File: config.mk
export PLATFORM = sky130hd
export DESIGN_NAME = cht_queue
export DESIGN_NICKNAME = d
export VERILOG_FILES = /design/src/rtl/core/cht_pkg.sv /design/src/rtl/core/cht_queue.sv
export SDC_FILE = /design/constraint.sdc
export NUM_CORES = 1
export LEC_CHECK = 0
export BUFFER_PORTS_ARGS = -buffer_cell sky130_fd_sc_hd__buf_2
export CAP_MARGIN = 20
export CORE_MARGIN = 3
export CORE_UTILIZATION = 47
export DETAILED_ROUTE_END_ITERATION = 16
export PLACE_DENSITY = 0.82
export SLEW_MARGIN = 20
export SYNTH_ARGS = -nofsm -noshare
export SYNTH_HDL_FRONTEND = slang
export SYNTH_SLANG_ARGS = --single-unit
File: constraint.sdc
create_clock -name clk_i -period 4.3 [get_ports clk_i]
set_clock_uncertainty 0.1 [all_clocks]
set_input_delay 0.43 -clock clk_i [delete_from_list [all_inputs] [get_ports clk_i]]
set_output_delay 0.43 -clock clk_i [all_outputs]
set_load 0.02 [all_outputs]
File: src/rtl/core/cht_pkg.sv
// cht_pkg: shared types and constants of the chained hash table.
// No dependencies.
`default_nettype none
package cht_pkg;
  localparam int unsigned Buckets = 256;
  localparam int unsigned PoolNodes = 1024;
  localparam int unsigned BktW = $clog2(Buckets);
  localparam int unsigned NodeW = $clog2(PoolNodes);
  localparam int unsigned LinkW = $clog2(PoolNodes + 1);
  localparam int unsigned KeyW = 31;
  localparam int unsigned ValW = 32;
  localparam int unsigned CfgW = 32;
  localparam int unsigned CntW = 9;
  localparam logic [LinkW-1:0] Nil = LinkW'(PoolNodes);

  typedef enum logic [1:0] {
    FN_INSERT = 2'd0,
    FN_DELETE = 2'd1,
    FN_LOOKUP = 2'd2,
    FN_NOP    = 2'd3
  } func_e;

  typedef enum logic [1:0] {
    ST_DONE = 2'd0,
    ST_DUP  = 2'd1,
    ST_MISS = 2'd2,
    ST_FULL = 2'd3
  } status_e;

  typedef enum logic {
    CFG_BUCKETS = 1'b0,
    CFG_MISS    = 1'b1
  } cfg_idx_e;

  typedef struct packed {
    logic [1:0]      func;
    logic [KeyW-1:0] key;
    logic [ValW-1:0] value;
  } req_t;

  typedef struct packed {
    logic [1:0]      status;
    logic [ValW-1:0] found_value;
  } rsp_t;

  // Classified request handed from front to back.
  typedef struct packed {
    logic [1:0]      func;
    logic [KeyW-1:0] key;
    logic [ValW-1:0] value;
    logic [BktW-1:0] bucket;
  } job_t;

  typedef enum logic [3:0] {
    FS_IDLE, FS_DIV, FS_OUT
  } fstate_e;

  typedef enum logic [3:0] {
    BS_INIT, BS_IDLE, BS_HEAD, BS_RDN, BS_CHK, BS_DECIDE,
    BS_UNL1, BS_UNL2, BS_INS1, BS_INS2, BS_RESP
  } bstate_e;
endpackage
`default_nettype wire

File: src/rtl/core/cht_queue.sv
// cht_queue: two-entry queue between front and back.
// Depends on cht_pkg.
`default_nettype none
module cht_queue import cht_pkg::*; (
  input  wire logic clk_i,
  input  wire logic rst_ni,
  input  wire logic in_valid_i,
  output logic      in_ready_o,
  input  wire job_t in_i,
  output logic      out_valid_o,
  input  wire logic out_ready_i,
  output job_t      out_o
);
  job_t mem_q [2];
  logic wp_q, rp_q;
  logic [1:0] cnt_q;
  logic wr, rd;
  assign in_ready_o = cnt_q != 2'd2;
  assign out_valid_o = cnt_q != 2'd0;
  assign out_o = mem_q[rp_q];
  assign wr = in_valid_i && in_ready_o;
  assign rd = out_valid_o && out_ready_i;
  always_ff @(posedge clk_i or negedge rst_ni) begin
    if (!rst_ni) begin
      wp_q <= 1'b0;
      rp_q <= 1'b0;
      cnt_q <= '0;
    end else begin
      if (wr) wp_q <= ~wp_q;
      if (rd) rp_q <= ~rp_q;
      cnt_q <= cnt_q + 2'(wr) - 2'(rd);
    end
  end
  always_ff @(posedge clk_i) begin
    if (wr) mem_q[wp_q] <= in_i;
  end
endmodule
`default_nettype wire

==> summary.md <==
| Metric | Value |
|---|---|
| Worst Hold Class | input pin to flip-flop |
| Top area cells in the synthesized netlist | edfxtp_1 (77%), mux2_4 (16%), mux2_2 (2.6%), dfrtp_1 (1.8%), buf_6 (1.4%) |
| Number of global-route vias before repair | 2958 |
| Via count | 2749 |
| Distinct cell type count after synthesis | 16 |
| Synth Register Bits | 150 |
| Worst setup EP type | output port |
| Mapped cell area | ~5700 sq um |
| Synth Area in Simple Gates | 0.00613 |
| Post-layout util | 0.622 |
| Static Leak | 2.90 nW |
| Net count after synthesis | 323 |
| Die area | around 14000 sq um |
| Total power | approximately 5.4 mW |
| Slowest cell on crit path | dfrtp_4 |
| Slew @ Worst Pin | between 1 and 1.5 ns |
| Slew Limit Fails | 0 |
| Crit-path cells | buf_12 -> mux2_2 -> buf_2 |
| CTS Sinks | 150 |
| Buffers on Ports | 151 |
| WL final | 9610 um |
| Clk buf depth | 2 |
| Vias per cell | 4.85 |
| Register area share after synthesis | 0.785 |
| Clock slew at reported path FFs | roughly 0.060 ns |
| Fin. Hold Viols | 0 |
| Ports | 152 |
| Initial antenna violation count | 1 |
| Max VDD drop | 0.000631 V |
| Max_slew headroom | 0.319 |
| Root Driver | clkbuf_16 |
| Routability cong. | 0.699 |
| Crit path DAT | 2.09 ns |
| Nets | 490 |
| Fmax | 382 MHz |
| Core Rows | 39 |
| H-tree levels | 4 |
| WP data required | 3.77 ns |
| Initial Util | 0.490 |
| Die Ht | 116 um |
| PD cells | 745 nW/um^2 |
| Starting DRT DRC Count | 121 |
| DRC errors left | 0 |
| Finish-stage setup viols | 0 |
| Status | completed |
| Setup TNS | 0 ns |
| Post-DR wirelength/cell | between 15 and 20 um |
| Syn avg cell area | 23.4 sq um |
| Largest net degree at the start of global routing | 74 |
| Antenna viol nets, final | 0 |
| DP HPWL | 6320 um |
| XOR/XNOR Fraction of Synth Area | 0.00613 |
| Final Hold Slack | ~0.11 ns |
| Adder-cell share of the synthesized area | 0.00438 |
| Diodes inserted | 0 |
| CP Class | flip-flop to output port |
| Final period util | 0.609 |
| Layout area overhead | 26.9% |
| Post-synthesis mux area share | 0.183 |
| Compound-gate portion of the synthesized area | 0 |
| Total gr overflow | 0 |
| Clock Latency Late Sink | 0.41 ns |
| Cells after synthesis | between 200 and 250 |
| Synth top area share | 0.767 |
| Die W | approximately 120 um |
| TritonCTS clock tree | done |
| Startpoint types | flip-flop |
| Clock buffer count from CTS | 17 |
| Share of cells above drive strength 1 | 0.620 |
| Synth Warn # | 0 |
| Crit Path Max Fanout | 35 |
| Final Critical Period | 2.62 ns |
| Drt first pass iters | 4 |
| Max-Cap Viols | 0 |
| First-pass GRT wire length | 14800 um |
| All-Layer GR Usage | 0.150 |
| Cell taking the most area after synthesis | edfxtp_1 |
| Slowest stage delay, CP | 0.79 ns |
| RSZ-0062 raised after global routing | no |
| Largest family of logic cells by synthesized area | multiplexers |
| CORE AREA | approximately 12000 sq um |
==> power by group <==
| group | switching, mW | internal, mW |
|---|---|---|
| combinational | 0.943 | 0.785 |
| clock | 0.544 | 0.958 |
| sequential | 0.166 | 2.01 |
==> cell usage after synthesis <==
| master | instances |
|---|---|
| buf_2 | 1 |
| and2_4 | 1 |
| dfrtp_1 | 4 |
| nand2b_1 | 1 |
| inv_1 | 1 |
| ha_1 | 2 |
| mux2_4 | 60 |
| edfxtp_1 | 146 |
| or2_1 | 1 |
| buf_6 | 7 |
| nor2_1 | 1 |
| xnor2_1 | 3 |
| xor2_1 | 1 |
| mux2_2 | 13 |
| and3_1 | 1 |
| nand2_1 | 1 |
==> through the flow <==
step,setup WS [ns],area (sq um),cells
CTS,1.22,7230,566
global route,1.57,7250,567
global placement,1.72,6600,533
detailed placement,1.67,6600,533
floorplan,1.11,5720,244
finish,1.68,7250,567
==> timing repair <==
action	in CTS	in global routing
buffers inserted	0	0
hold endpoints to repair	4	0
hold buffers	1	0
resized for setup	0	0
==> flip-flops by register name (all words and copies together) (netlist names) <==
register,flops
cnt_q,2
mem_q,146
rp_q,1
wp_q,1
==> path summary, 6_finish.rpt <==
| check | startpoint | endpoint | slack (ns) | cells after the start |
|---|---|---|---|---|
| max | rp_q | out_o[72] | 1.68 | 3 |
| min | in_i[67] | mem_q[0][67] | 0.11 | 1 |
| max reg2reg | cnt_q[1] | mem_q[0][13] | 1.94 | 4 |
| min reg2reg | cnt_q[0] | cnt_q[0] | 0.45 | 1 |
| max in group asynchronous | rst_ni | rp_q | 3.71 | 2 |
| min in group asynchronous | rst_ni | cnt_q[0] | 0.26 | 2 |
==> layout by cell type, fill, tap and decap left out <==
cell type        n
xor2_1           1
clkinv_4         1
nor2_4           1
inv_1            1
edfxtp_1       146
xnor2_1          3
mux2_4          60
buf_2          151
dlygate4sd3_1    1
clkbuf_8         3
clkinvlp_4       6
ha_1             2
and2_4           1
or2_1            1
and3_4           1
nand2_1          1
clkbuf_16       17
bufinv_16        3
clkbuf_1         1
buf_12           1
dfrtp_1          3
mux2_2          13
clkinv_2         1
dfrtp_4          1
buf_4            3
nand2b_1         1
==> logic make-up (layout without fill, tap and decap cells) <==
| family | after synthesis | after routing |
|---|---|---|
| AND/OR/NAND/NOR | 6 | 6 |
| flip-flops | 150 | 150 |
| XOR/XNOR | 4 | 4 |
| adder cells (fa/ha/maj) | 2 | 2 |
| buffers and inverters | 9 | 189 |
| multiplexers | 73 | 73 |
==> per-layer routing <==
| layer | track usage | part of all wire |
|---|---|---|
| met1 | 0.168 | 0.40 |
| met2 | 0.251 | 0.51 |
| met3 | 0.0642 | 0.078 |
| met4 | 0.0688 | 0.019 |
| met5 | 0 | 0.00073 |
==> cell type report <==
cell class	instances	area, sq um
sequential	150	4490
fill	836	4410
multi-input combinational	85	1150
timing repair buffer	156	808
clock buffer	21	470
tap	143	179
clock inverter	11	149
inverter	1	3.75
==> worst max-delay path: cells and delay by family (launching register included) <==
family,cells,cell delay (ns)
mux,1,0.38
flops,1,0.79
buf+inv,2,0.48
Power figures use the tool's default switching activity.
