===== src/rtl/core/cht_pkg.sv =====
// cht_pkg: shared types and constants of the chained hash table.
// No dependencies.
`default_nettype none
package cht_pkg;
  localparam int unsigned Buckets = 256;
  localparam int unsigned PoolNodes = 1024;
  localparam int unsigned BktW = $clog2(Buckets);
  localparam int unsigned NodeW = $clog2(PoolNodes);
  localparam int unsigned LinkW = $clog2(PoolNodes + 1);
  localparam int unsigned KeyW = 31;
  localparam int unsigned ValW = 32;
  localparam int unsigned CfgW = 32;
  localparam int unsigned CntW = 9;
  localparam logic [LinkW-1:0] Nil = LinkW'(PoolNodes);

  typedef enum logic [1:0] {
    FN_INSERT = 2'd0,
    FN_DELETE = 2'd1,
    FN_LOOKUP = 2'd2,
    FN_NOP    = 2'd3
  } func_e;

  typedef enum logic [1:0] {
    ST_DONE = 2'd0,
    ST_DUP  = 2'd1,
    ST_MISS = 2'd2,
    ST_FULL = 2'd3
  } status_e;

  typedef enum logic {
    CFG_BUCKETS = 1'b0,
    CFG_MISS    = 1'b1
  } cfg_idx_e;

  typedef struct packed {
    logic [1:0]      func;
    logic [KeyW-1:0] key;
    logic [ValW-1:0] value;
  } req_t;

  typedef struct packed {
    logic [1:0]      status;
    logic [ValW-1:0] found_value;
  } rsp_t;

  // Classified request handed from front to back.
  typedef struct packed {
    logic [1:0]      func;
    logic [KeyW-1:0] key;
    logic [ValW-1:0] value;
    logic [BktW-1:0] bucket;
  } job_t;

  typedef enum logic [3:0] {
    FS_IDLE, FS_DIV, FS_OUT
  } fstate_e;

  typedef enum logic [3:0] {
    BS_INIT, BS_IDLE, BS_HEAD, BS_RDN, BS_CHK, BS_DECIDE,
    BS_UNL1, BS_UNL2, BS_INS1, BS_INS2, BS_RESP
  } bstate_e;
endpackage
`default_nettype wire


===== src/rtl/core/cht_front.sv =====
// cht_front: accepts requests, computes bucket = key mod count (restoring
// division, one bit per cycle). Depends on cht_pkg.
`default_nettype none
module cht_front import cht_pkg::*; (
  input  wire logic            clk_i,
  input  wire logic            rst_ni,
  input  wire logic            push_i,
  output logic                 full_o,
  input  wire req_t            req_i,
  input  wire logic [CntW-1:0] count_i,
  output logic                 job_valid_o,
  input  wire logic            job_ready_i,
  output job_t                 job_o
);
  fstate_e state_q, state_d;
  req_t req_q;
  logic [CntW-1:0] div_q;
  logic [KeyW-1:0] sh_q;
  logic [CntW:0] rem_q, rem_d;
  logic [4:0] cnt_q;
  logic [CntW:0] trial;

  always_comb begin
    trial = {rem_q[CntW-1:0], sh_q[KeyW-1]};
    rem_d = (trial >= {1'b0, div_q}) ? trial - {1'b0, div_q} : trial;
  end

  always_ff @(posedge clk_i or negedge rst_ni) begin
    if (!rst_ni) state_q <= FS_IDLE;
    else state_q <= state_d;
  end

  always_comb begin
    state_d = state_q;
    full_o = 1'b1;
    job_valid_o = 1'b0;
    unique case (state_q)
      FS_IDLE: begin
        full_o = 1'b0;
        if (push_i) state_d = FS_DIV;
      end
      FS_DIV: if (cnt_q == 5'd0) state_d = FS_OUT;
      FS_OUT: begin
        job_valid_o = 1'b1;
        if (job_ready_i) state_d = FS_IDLE;
      end
      default: state_d = FS_IDLE;
    endcase
  end

  always_ff @(posedge clk_i) begin
    if (state_q == FS_IDLE && push_i) begin
      req_q <= req_i;
      sh_q <= req_i.key;
      rem_q <= '0;
      cnt_q <= 5'(KeyW - 1);
      if (count_i == '0) div_q <= CntW'(1);
      else if (count_i > CntW'(Buckets)) div_q <= CntW'(Buckets);
      else div_q <= count_i;
    end else if (state_q == FS_DIV) begin
      rem_q <= rem_d;
      sh_q <= {sh_q[KeyW-2:0], 1'b0};
      cnt_q <= cnt_q - 5'd1;
    end
  end

  always_comb begin
    job_o.func = req_q.func;
    job_o.key = req_q.key;
    job_o.value = req_q.value;
    job_o.bucket = rem_q[BktW-1:0];
  end
endmodule
`default_nettype wire


===== config.mk =====
export PLATFORM = sky130hd
export DESIGN_NAME = cht_front
export DESIGN_NICKNAME = d
export VERILOG_FILES = /design/src/rtl/core/cht_pkg.sv /design/src/rtl/core/cht_front.sv
export SDC_FILE = /design/constraint.sdc
export NUM_CORES = 1
export LEC_CHECK = 0
export ABC_AREA = 1
export BUFFER_PORTS_ARGS = -buffer_cell sky130_fd_sc_hd__buf_2
export CAP_MARGIN = 5
export CORE_MARGIN = 2
export CORE_UTILIZATION = 50
export CTS_BUF_LIST = sky130_fd_sc_hd__clkbuf_8 sky130_fd_sc_hd__clkbuf_16
export DETAILED_ROUTE_END_ITERATION = 6
export GPL_ROUTABILITY_DRIVEN = 1
export PLACE_DENSITY = 0.78
export SYNTH_ARGS = -nofsm -noshare
export SYNTH_HDL_FRONTEND = slang
export SYNTH_SLANG_ARGS = --single-unit
export TNS_END_PERCENT = 20

===== constraint.sdc =====
create_clock -name clk_i -period 6.85 [get_ports clk_i]
set_input_delay 1.37 -clock clk_i [delete_from_list [all_inputs] [get_ports clk_i]]
set_output_delay 1.37 -clock clk_i [all_outputs]
set_load 0.01 [all_outputs]

==> results of run 1 <==
critical path, stage by stage:
cell and delay [ns]:
buf_2 0.09, nand2_2 0.37, inv_4 0.18, buf_4 0.90
nand2_1 0.17, nand2_1 0.11
power breakdown:
part | switching, mW | internal (mW)
Clock | 0.320 | 0.629
Sequential | 0.0851 | 1.08
Combinational | 0.535 | 0.291
area by class of cell:
type | instances | area share, %
clock buffers | 17 | 6.427
clock inverters | 15 | 3.456
inverters | 52 | 3.068
multi-input cells | 247 | 18.49
flip-flops and latches | 121 | 54.06
well taps | 133 | 2.583
repair buffers | 153 | 11.92
cells by family after synthesis:
logic type,share of synthesized area [%]
buffers and inverters,6.201
xor gates and xnor gates,0.5273
and+or+nand+nor,17.95
DFF,69.90
AOI/OAI and AO/OA,1.758
adders and majority gates,3.666
metrics by stage:
step	instance area [µm²]	hold WS, ns	utilization (%)	setup slack, ns
after global routing	6444	0.4897	66.23	3.755
after detailed placement	5807	0.4628	59.68	3.436
after CTS	6444	0.4710	66.23	3.970
after global placement	5807	0.4549	59.68	3.510
after floorplan	4984	0.4438	-	3.862
final	6444	0.4696	66.23	3.962
cell usage in the layout, fill, tap and decap left out, types with 2 or more instances in the layout:
| master | instances |
|---|---|
| nand2_1 | 162 |
| buf_2 | 152 |
| edfxtp_1 | 105 |
| inv_1 | 51 |
| nand3_1 | 23 |
| clkbuf_16 | 16 |
| dfxtp_1 | 14 |
| ha_1 | 13 |
| nor2_1 | 11 |
| o21ai_0 | 6 |
| a21oi_1 | 6 |
| bufinv_16 | 5 |
| nand2_2 | 3 |
| nand3_2 | 3 |
| nand4_1 | 3 |
| xnor2_1 | 3 |
| clkinv_4 | 3 |
| inv_6 | 3 |
| nor4_1 | 2 |
| nor2_2 | 2 |
| nand3b_1 | 2 |
| dfrtp_1 | 2 |
how the worst max path moves through the flow:
stage	startpoint	endpoint	slack, ns	depth (start not counted)
2_1_floorplan	push_i	div_q[0]$_SDFFCE_PN1P_	3.86	3
3_3_place_gp	push_i	sh_q[14]$_DFFE_PP_	3.51	5
3_5_place_dp	push_i	sh_q[17]$_DFFE_PP_	3.44	5
4_1_cts	push_i	sh_q[7]$_DFFE_PP_	3.97	5
5_1_grt	push_i	sh_q[10]$_DFFE_PP_	3.75	6
6_report	push_i	sh_q[10]$_DFFE_PP_	3.96	6
registers in the layout, summed over array words and instances (netlist names):
name,flops
rem_q,9
sh_q,31
div_q,9
cnt_q,5
job_o,65
state_q,2
per-layer routing:
metal | vias up | wire length (µm)
li1 | 1746 | -
met1 | 1688 | 4249
met2 | 126 | 5581
met3 | 21 | 600
met4 | 0 | 206
met5 | - | 0
==> results.py, run 1 <==
metrics = {
    "sta": {
        "period_share_pct": 42.16,
        "drv_slew": 0,
        "hold_viol": 0,
        "max_slew_margin_pct": 17.19,
        "fin_crit_ns": 2.888,
        "setup_viol": 0,
        "tns_ns": 0,
        "fmax_mhz": 346.3,
        "rsz0062_at_grt": "false",
        "worstMarginPinSlew_ns": 1.241,
        "skew_ns": 0.006211,
    },
    "synth": {
        "synth_cell_type_count": 30,
        "synth_area_mm2": 0.004984,
        "synthCells": 437,
        "yosysSeqAreaShare_pct": 69.90,
        "syn_area_per_cell_um2": 11.40,
        "synth_edf_count": 105,
        "yosysTopAreaCell": "edfxtp_1",
        "synth_top_area_share_pct": 63.27,
        "yosys_warnings": 0,
        "syn_nets": 529,
        "synth_seq_cells": 121,
        "ys.flop_type": "edfxtp_1",
        "async_reset_ff_share_pct": 1.653,
        "synth_area_leaders": "edfxtp_1, nand2_1, dfxtp_1",
        "synth_common_cells": "nand2_1, edfxtp_1, inv_1, nand3_1, dfxtp_1",
        "post-synth-top-count-cell": "nand2_1",
    },
    "finish": {
        "drive_gt1_share_pct": 32.07,
        "regArea_mm2": 0.003483,
        "antennaDiodeCount": 0,
        "layout.nets": 684,
        "multi_input_area_mm2": 0.001191,
        "area_delta_synth_final_pct": 29.30,
        "nFillCells": 756,
        "final-instance-count-excl-fill": 738,
    },
    "detailed_routing": {
        "detail-route-antenna-nets": 0,
        "drt-initial-drc-count": 200,
        "vias_per_cell": 4.852,
        "wirelength_mm": 10.64,
        "vias": 3581,
        "route.detailed.drc": 0,
        "firstDrtPassIters": 4,
        "post_drt_wl_per_cell_um": 14.41,
    },
    "clock_tree": {
        "numCtsBuffers": 17,
        "clockRootBuffer": "clkbuf_8",
        "postCtsSetupBuffers": 0,
        "clock_sinks": 121,
        "clk_latency_ns": 0.51,
        "clockBufferDepth": 2,
        "clkTransAtPathRegs_ns": 0.06,
        "cts_resized": 0,
        "cts_hold_buf": 0,
        "cts_tree": "yes",
        "htreeDepth": 4,
    },
    "power": {
        "power_density_mw_per_mm2": 455.9,
        "p_leak_nw": 3.043,
        "p_total_mw": 2.937,
        "max-vdd-ir-drop_uv": 272.6,
    },
    "setup_path": {
        "start_kind": "input pin",
        "arrival_ns": 3.26,
        "worstPathMaxFanout": 106,
        "r2r-end": "sh_q[10]$_DFFE_PP_",
        "worst-setup-path-type": "input pin to register",
        "r2r_start": "state_q[0]$_DFFE_PN0P_",
        "worstRegToRegCells": 6,
        "rrSetupSlack_ns": 4.22,
        "crit_path_end_kind": "register",
        "required_ns": 7.22,
    },
    "min_path": {
        "hold_path_depth": 2,
        "hold_path.class": "register to register",
        "worstHoldEndpoint": "cnt_q[0]$_SDFFE_PP0P_",
        "min-delay-start": "cnt_q[0]$_SDFFE_PP0P_",
    },
    "die": {
        "dieArea_mm2": 0.01078,
        "pin_count": 153,
        "rows": 36,
        "dieWidth_um": 103.8,
        "die_h_um": 103.8,
        "start_util_pct": 51.22,
        "core-area_mm2": 0.009729,
    },
    "global_routing": {
        "antenna_found_initial": 0,
        "use_met2_pct": 34.87,
        "grtUsageMet3_pct": 6.042,
        "grt_overflow": 0,
        "grt_busiest_layer": "met2",
        "grt_pass1_wl_mm": 17.08,
        "grt.met1_usage_pct": 23.32,
        "grt_usage_pct": 20.22,
        "grt_max_degree": 107,
        "grt_pass1_vias": 3652,
    },
    "placed_design": {
        "routabilityCongestion": 0.8869,
        "dp_hpwl_mm": 7.247,
        "io_buffers": 152,
        "placedCellCount": 706,
    },
    "run": {
        "max_cap_viol_count": 0,
    },
    "run_status": {
        "run_status": "completed",
    },
}
No activity file was read; power rests on OpenSTA's default activity.
==> run 2, diff against run 1 <==
--- a/config.mk
+++ b/config.mk
@@ -5,15 +5,15 @@
 export SDC_FILE = /design/constraint.sdc
 export NUM_CORES = 1
 export LEC_CHECK = 0
-export ABC_AREA = 1
+export ABC_AREA = 0
 export BUFFER_PORTS_ARGS = -buffer_cell sky130_fd_sc_hd__buf_2
 export CAP_MARGIN = 5
 export CORE_MARGIN = 2
-export CORE_UTILIZATION = 50
+export CORE_UTILIZATION = 46
 export CTS_BUF_LIST = sky130_fd_sc_hd__clkbuf_8 sky130_fd_sc_hd__clkbuf_16
 export DETAILED_ROUTE_END_ITERATION = 6
 export GPL_ROUTABILITY_DRIVEN = 1
-export PLACE_DENSITY = 0.78
+export PLACE_DENSITY = 0.76
 export SYNTH_ARGS = -nofsm -noshare
 export SYNTH_HDL_FRONTEND = slang
 export SYNTH_SLANG_ARGS = --single-unit
==> constraint.sdc (replaced) <==
create_clock -name clk_i -period 2.5 [get_ports clk_i]
set_input_delay 0.5 -clock clk_i [delete_from_list [all_inputs] [get_ports clk_i]]
set_output_delay 0.5 -clock clk_i [all_outputs]
set_load 0.01 [all_outputs]
==> run 2 against run 1 <==
  * Register-to-register slack got worse by 3.8 ns
  * Final cell count shrank 8.8%
  * Combinational power rose to 2.6 times the previous value
  * Worst setup slack lost 3.5 ns
  * Sequential power rose to 2.7 times the previous value
  * Count of clock-buffer cells in the layout is the same
  * Via count is 10% lower
  * Clock power rose to 2.5 times the previous value
==> results.py, run 2 <==
metrics = {
    "sta": {
        "period_share_pct": 82.36,
        "drv_slew": 0,
        "fin_crit_ns": 2.059,
        "tns_ns": 0,
        "worstMarginPinSlew_ns": 0.4990,
        "max_slew_margin_pct": 66.63,
        "hold_viol": 0,
        "layout_setup_ws_ns": 0.4410,
        "rsz0062_at_grt": "false",
        "setup_viol": 0,
        "fmax_mhz": 485.7,
        "skew_ns": 0.008500,
    },
    "clock_tree": {
        "clkTransAtPathRegs_ns": 0.07,
        "clockBufferDepth": 2,
        "htreeDepth": 4,
        "clockRootBuffer": "clkbuf_8",
        "clk_latency_ns": 0.51,
        "numCtsBuffers": 17,
        "clock_sinks": 121,
        "cts_tree": "yes",
        "cts_resized": 0,
    },
    "synth": {
        "synth_edf_count": 105,
        "yosysTopAreaCell": "edfxtp_1",
        "ys.flop_type": "edfxtp_1",
        "synth_area_leaders": "edfxtp_1, nand2_1, dfxtp_1",
        "async_reset_ff_share_pct": 1.653,
        "synth_common_cells": "nand2_1, edfxtp_1, inv_1, dfxtp_1, ha_1",
        "yosys_warnings": 0,
        "syn_nets": 453,
        "synth_area_mm2": 0.004830,
        "post-synth-top-count-cell": "nand2_1",
        "yosysSeqAreaShare_pct": 72.12,
        "synth_seq_cells": 121,
        "syn_area_per_cell_um2": 13.38,
        "synthCells": 361,
        "synth_top_area_share_pct": 65.28,
        "synth_cell_type_count": 43,
    },
    "run": {
        "max_cap_viol_count": 0,
    },
    "power": {
        "p_leak_nw": 2.803,
        "max-vdd-ir-drop_uv": 569.9,
        "power_density_mw_per_mm2": 1202,
    },
    "finish": {
        "largest_reg_flops": 65,
        "final-instance-count-excl-fill": 673,
        "regArea_mm2": 0.003483,
        "antennaDiodeCount": 0,
        "multi_input_area_mm2": 0.001177,
        "layout.nets": 616,
        "drive_gt1_share_pct": 36.87,
        "nFillCells": 866,
        "final_cell_mix": "buf_2, nand2_1, edfxtp_1",
        "layout_commonest_cell": "buf_2",
        "area_delta_synth_final_pct": 31.04,
    },
    "die": {
        "core-area_mm2": 0.01028,
        "die_h_um": 106.5,
        "dieArea_mm2": 0.01133,
        "pin_count": 153,
        "start_util_pct": 46.99,
        "dieWidth_um": 106.5,
        "rows": 37,
    },
    "global_routing": {
        "grt_pass1_wl_mm": 15.16,
        "antenna_found_initial": 1,
        "grt_usage_pct": 17.53,
        "grt_pass1_vias": 3164,
        "grt_overflow": 0,
        "grt_max_degree": 38,
    },
    "detailed_routing": {
        "drt-initial-drc-count": 142,
        "detail-route-antenna-nets": 0,
        "wirelength_mm": 9.705,
        "vias_per_cell": 4.785,
        "firstDrtPassIters": 4,
        "vias": 3220,
        "post_drt_wl_per_cell_um": 14.42,
        "route.detailed.drc": 0,
    },
    "setup_path": {
        "required_ns": 2.89,
        "worst-setup-path-type": "register to register",
        "crit_path_end_kind": "register",
        "arrival_ns": 2.45,
        "worstPathMaxFanout": 10,
        "start_kind": "register",
    },
    "placed_design": {
        "io_buffers": 152,
        "routabilityCongestion": 0.7972,
        "placedCellCount": 640,
        "place_worst_setup_slack_ns": 0.4261,
        "dp_hpwl_mm": 6.823,
    },
    "min_path": {
        "hold_path.class": "input pin to register",
    },
    "run_status": {
        "run_status": "completed",
    },
}
[run 2: cell types whose count changed after synthesis, sizes merged, moves of 3 or more]
cell and change:
nand2 -56, inv -31, nand3 -24, and2 +8, nor2 -8, mux2i +7
xor2 +6, buf -5, clkbuf +4, a21oi +3, nand4 -3
[run 2: where the power goes]
part           internal (mW)  total (mW)  switching, mW
Combinational          0.894        2.13           1.23
Clock                   1.44        2.37          0.930
Sequential              2.88        3.11          0.231
Total                   5.21        7.61           2.39
[run 2: metrics by stage]
step / util (%) / power [mW] / hold WS (ns) / area (µm²)
2_1_floorplan: - / 4.705 / 0.2044 / 4837
3_3_place_gp: 55.83 / 5.209 / 0.2865 / 5738
3_5_place_dp: 55.83 / 5.291 / 0.2898 / 5738
4_1_cts: 61.58 / 7.698 / 0.1387 / 6329
5_1_grt: 61.58 / 8.072 / 0.1312 / 6329
6_report: 61.58 / 7.605 / 0.1608 / 6329
[run 2: kinds of logic after synthesis]
kind of cell             after synthesis  share of synthesized area, %
AND/OR/NAND/NOR                      139                         12.12
flip-flops                           121                         72.12
buffers and inverters                 37                         3.498
AO/OA/AOI/OAI                         33                         5.208
adder cells (fa/ha/maj)               14                         3.782
XOR/XNOR                              10                         1.813
multiplexers                           7                         1.451
[run 2: routing by layer]
layer | vias up | track usage, % | wire length [µm]
li1 | 1590 | - | -
met1 | 1519 | 22.21 | 4157
met2 | 101 | 28.34 | 4859
met3 | 8 | 6.254 | 634
met4 | 2 | 5.566 | 36
met5 | - | 0 | 16
[run 2: area by class of cell]
type,instances,area share (%)
Inverter,21,1.285
Tap cell,136,2.689
Timing Repair Buffer,160,13.21
Clock buffer,17,6.544
Clock inverter,15,2.630
Multi-Input combinational cell,203,18.60
Sequential cell,121,55.04
[run 2: repair_timing]
action | 4_1_cts | 5_1_grt
buffers inserted | 0 | 0
endpoints found under the hold margin | 2 | 0
hold buffers | 1 | 0
[run 2: worst paths after layout]
path,from,to,slack [ns],cells past startpoint
min in group asynchronous,rst_ni,state_q[0]$_DFFE_PN0P_,0.32,2
min,req_i[17],job_o[25]$_DFFE_PP_,0.16,1
max in group asynchronous,rst_ni,state_q[1]$_DFFE_PN0P_,2.09,2
max reg2reg,rem_q[3]$_SDFFE_PP0P_,rem_q[0]$_SDFFE_PP0P_,0.44,6
min reg2reg,rem_q[2]$_SDFFE_PP0P_,rem_q[2]$_SDFFE_PP0P_,0.51,2
max,rem_q[3]$_SDFFE_PP0P_,rem_q[0]$_SDFFE_PP0P_,0.44,6
[run 2: worst max-delay path, stage by stage, from the launching register on]
cell and delay (ns):
dfxtp_1 0.33, ha_1 0.37, a21o_1 0.27, a2111oi_4 0.41, a21oi_4 0.18, mux2i_1 0.16, a22o_2 0.23
==> run 3, diff against run 2 <==
--- a/config.mk
+++ b/config.mk
@@ -5,15 +5,15 @@
 export SDC_FILE = /design/constraint.sdc
 export NUM_CORES = 1
 export LEC_CHECK = 0
-export ABC_AREA = 0
+export ABC_AREA = 1
 export BUFFER_PORTS_ARGS = -buffer_cell sky130_fd_sc_hd__buf_2
 export CAP_MARGIN = 5
 export CORE_MARGIN = 2
-export CORE_UTILIZATION = 46
+export CORE_UTILIZATION = 50
 export CTS_BUF_LIST = sky130_fd_sc_hd__clkbuf_8 sky130_fd_sc_hd__clkbuf_16
 export DETAILED_ROUTE_END_ITERATION = 6
 export GPL_ROUTABILITY_DRIVEN = 1
-export PLACE_DENSITY = 0.76
+export PLACE_DENSITY = 0.78
 export SYNTH_ARGS = -nofsm -noshare
 export SYNTH_HDL_FRONTEND = slang
 export SYNTH_SLANG_ARGS = --single-unit
==> constraint.sdc (replaced) <==
create_clock -name clk_i -period 2.1 [get_ports clk_i]
set_input_delay 0.42 -clock clk_i [delete_from_list [all_inputs] [get_ports clk_i]]
set_output_delay 0.42 -clock clk_i [all_outputs]
set_load 0.01 [all_outputs]
==> run 3 against run 2 <==
  * Combinational power rose by 32%
  * Clock skew is 0.0025 ns lower
  * Core utilization up 5.3 points
  * Total power increased by 25%
  * Via count up 9.2%
  * Die area decreased by 4.9%
  * Worst setup slack got worse by 0.30 ns
  * Final cell count increased by 11%
  * Flip-flop and latch count did not move
  * Routed wire length increased by 5.7%
==> results.py, run 3 (same netlist as run 1, synthesis figures left out) <==
metrics = {
    "run_status": {
        "run_status": "completed",
    },
    "sta": {
        "drv_slew": 0,
        "fmax_mhz": 510.0,
        "rsz0062_at_grt": "false",
        "skew_ns": 0.005963,
        "max_slew_margin_pct": 72.41,
        "worstMarginPinSlew_ns": 0.4138,
        "fin_crit_ns": 1.961,
        "setup_viol": 0,
        "period_share_pct": 93.37,
        "hold_viol": 0,
        "tns_ns": 0,
    },
    "clock_tree": {
        "cts_tree": "yes",
        "htreeDepth": 4,
        "numCtsBuffers": 17,
        "clk_latency_ns": 0.51,
        "clockBufferDepth": 2,
        "clockRootBuffer": "clkbuf_8",
        "clkTransAtPathRegs_ns": 0.06,
        "clock_sinks": 121,
    },
    "power": {
        "combPwrFrac_pct": 29.7,
        "seqPwrFrac_pct": 39.7,
        "internal_power_mw": 6.449,
        "power_density_mw_per_mm2": 1457,
        "max-vdd-ir-drop_uv": 750.1,
        "p_sw_share_pct": 32.00,
        "pwr-share-clk_pct": 30.6,
        "p_leak_nw": 3.083,
        "power.switching_mw": 3.034,
        "p_total_mw": 9.483,
    },
    "die": {
        "rows": 36,
        "dieArea_mm2": 0.01078,
        "core-area_mm2": 0.009729,
        "die_h_um": 103.8,
        "start_util_pct": 51.22,
        "dieWidth_um": 103.8,
        "pin_count": 153,
    },
    "setup_path": {
        "start_kind": "register",
        "crit_path_end_kind": "register",
        "worstRegToRegCells": 13,
        "required_ns": 2.50,
        "worstPathMaxFanout": 5,
        "arrival_ns": 2.36,
        "worst-setup-path-type": "register to register",
    },
    "finish": {
        "area_delta_synth_final_pct": 30.61,
        "antennaDiodeCount": 0,
        "largest_reg_flops": 65,
        "final_cell_mix": "nand2_1, buf_2, edfxtp_1",
        "layout.nets": 692,
        "final-instance-count-excl-fill": 745,
        "layout_commonest_cell": "nand2_1",
        "drive_gt1_share_pct": 32.68,
    },
    "detailed_routing": {
        "vias": 3517,
        "wirelength_mm": 10.26,
        "route.detailed.drc": 0,
        "drt-initial-drc-count": 186,
        "firstDrtPassIters": 4,
        "detail-route-antenna-nets": 0,
        "vias_per_cell": 4.721,
        "post_drt_wl_per_cell_um": 13.77,
    },
    "placed_design": {
        "placedCellCount": 710,
        "dp_hpwl_mm": 7.222,
        "routabilityCongestion": 0.8792,
        "io_buffers": 152,
    },
    "global_routing": {
        "grt_overflow": 0,
        "grt_max_degree": 89,
        "grt_usage_pct": 20.08,
        "antenna_found_initial": 0,
        "grt_pass1_wl_mm": 17.04,
        "grt_pass1_vias": 3592,
    },
    "run": {
        "max_cap_viol_count": 0,
    },
    "min_path": {
        "hold_path.class": "input pin to register",
        "hold_path_depth": 1,
    },
}
-- run 3: final timing paths --
kind / startpoint / to / slack [ns]
setup / recovery: sh_q[30]$_DFFE_PP_ / rem_q[7]$_SDFFE_PP0P_ / 0.14
hold / removal: req_i[64] / job_o[72]$_DFFE_PP_ / 0.09
setup reg to reg: sh_q[30]$_DFFE_PP_ / rem_q[7]$_SDFFE_PP0P_ / 0.14
hold reg to reg: cnt_q[0]$_SDFFE_PP0P_ / cnt_q[0]$_SDFFE_PP0P_ / 0.47
max in group asynchronous: rst_ni / state_q[1]$_DFFE_PN0P_ / 1.78
min in group asynchronous: rst_ni / state_q[0]$_DFFE_PN0P_ / 0.23
-- run 3: power groups by stage --
stage	clock network (mW)	logic (mW)	registers, mW
finish	2.90	2.82	3.77
global route	3.06	3.22	3.83
CTS	2.94	2.79	3.77
detailed placement	0	2.77	3.81
global placement	0	2.65	3.80
floorplan	0	2.00	3.81
-- run 3: what timing repair did --
item                       CTS  global route
hold endpoints to repair     2             0
buffers inserted             0             3
setup endpoints to repair    0             8
hold buffers                 1             0
gates resized for setup      0             1
-- run 3: layout make-up --
cell class                      count  area, µm²
Clock inverter                     14      182.7
Tap cell                          133      166.4
Inverter                           52      197.7
Fill cell                         729       3221
Clock buffer                       17      414.1
Timing Repair Buffer              161      868.3
Sequential cell                   121       3483
Multi-Input combinational cell    247       1196
-- run 3: per-layer routing --
metal	vias up	GRT usage, %	wire length [µm]
met4	0	10.62	247
met1	1637	23.78	4206
met3	20	5.601	468
met5	-	0	0
li1	1761	-	-
met2	99	33.41	5339
-- run 3: through the flow --
| step | hold WS [ns] | setup WS, ns | utilization, % | area, µm² |
|---|---|---|---|---|
| global placement | 0.2043 | 0.2322 | 60.25 | 5862 |
| detailed placement | 0.2089 | 0.1319 | 60.25 | 5862 |
| floorplan | 0.1244 | 0.2555 | - | 4986 |
| CTS | 0.05972 | 0.07001 | 66.49 | 6469 |
| global route | 0.05575 | 0.01047 | 66.90 | 6509 |
| finish | 0.08931 | 0.1393 | 66.90 | 6509 |
-- run 3: worst max-delay path, cell delays in order, from the launching register on --
cell and delay [ns]:
edfxtp_1 0.35, inv_1 0.08, ha_1 0.15, inv_1 0.08, fa_1 0.44, nand2_1 0.14
nand3_2 0.12, nand2_4 0.12, buf_4 0.12, nand3_2 0.04, nand2_1 0.07, inv_1 0.05
nand2_1 0.06, nand2_1 0.04
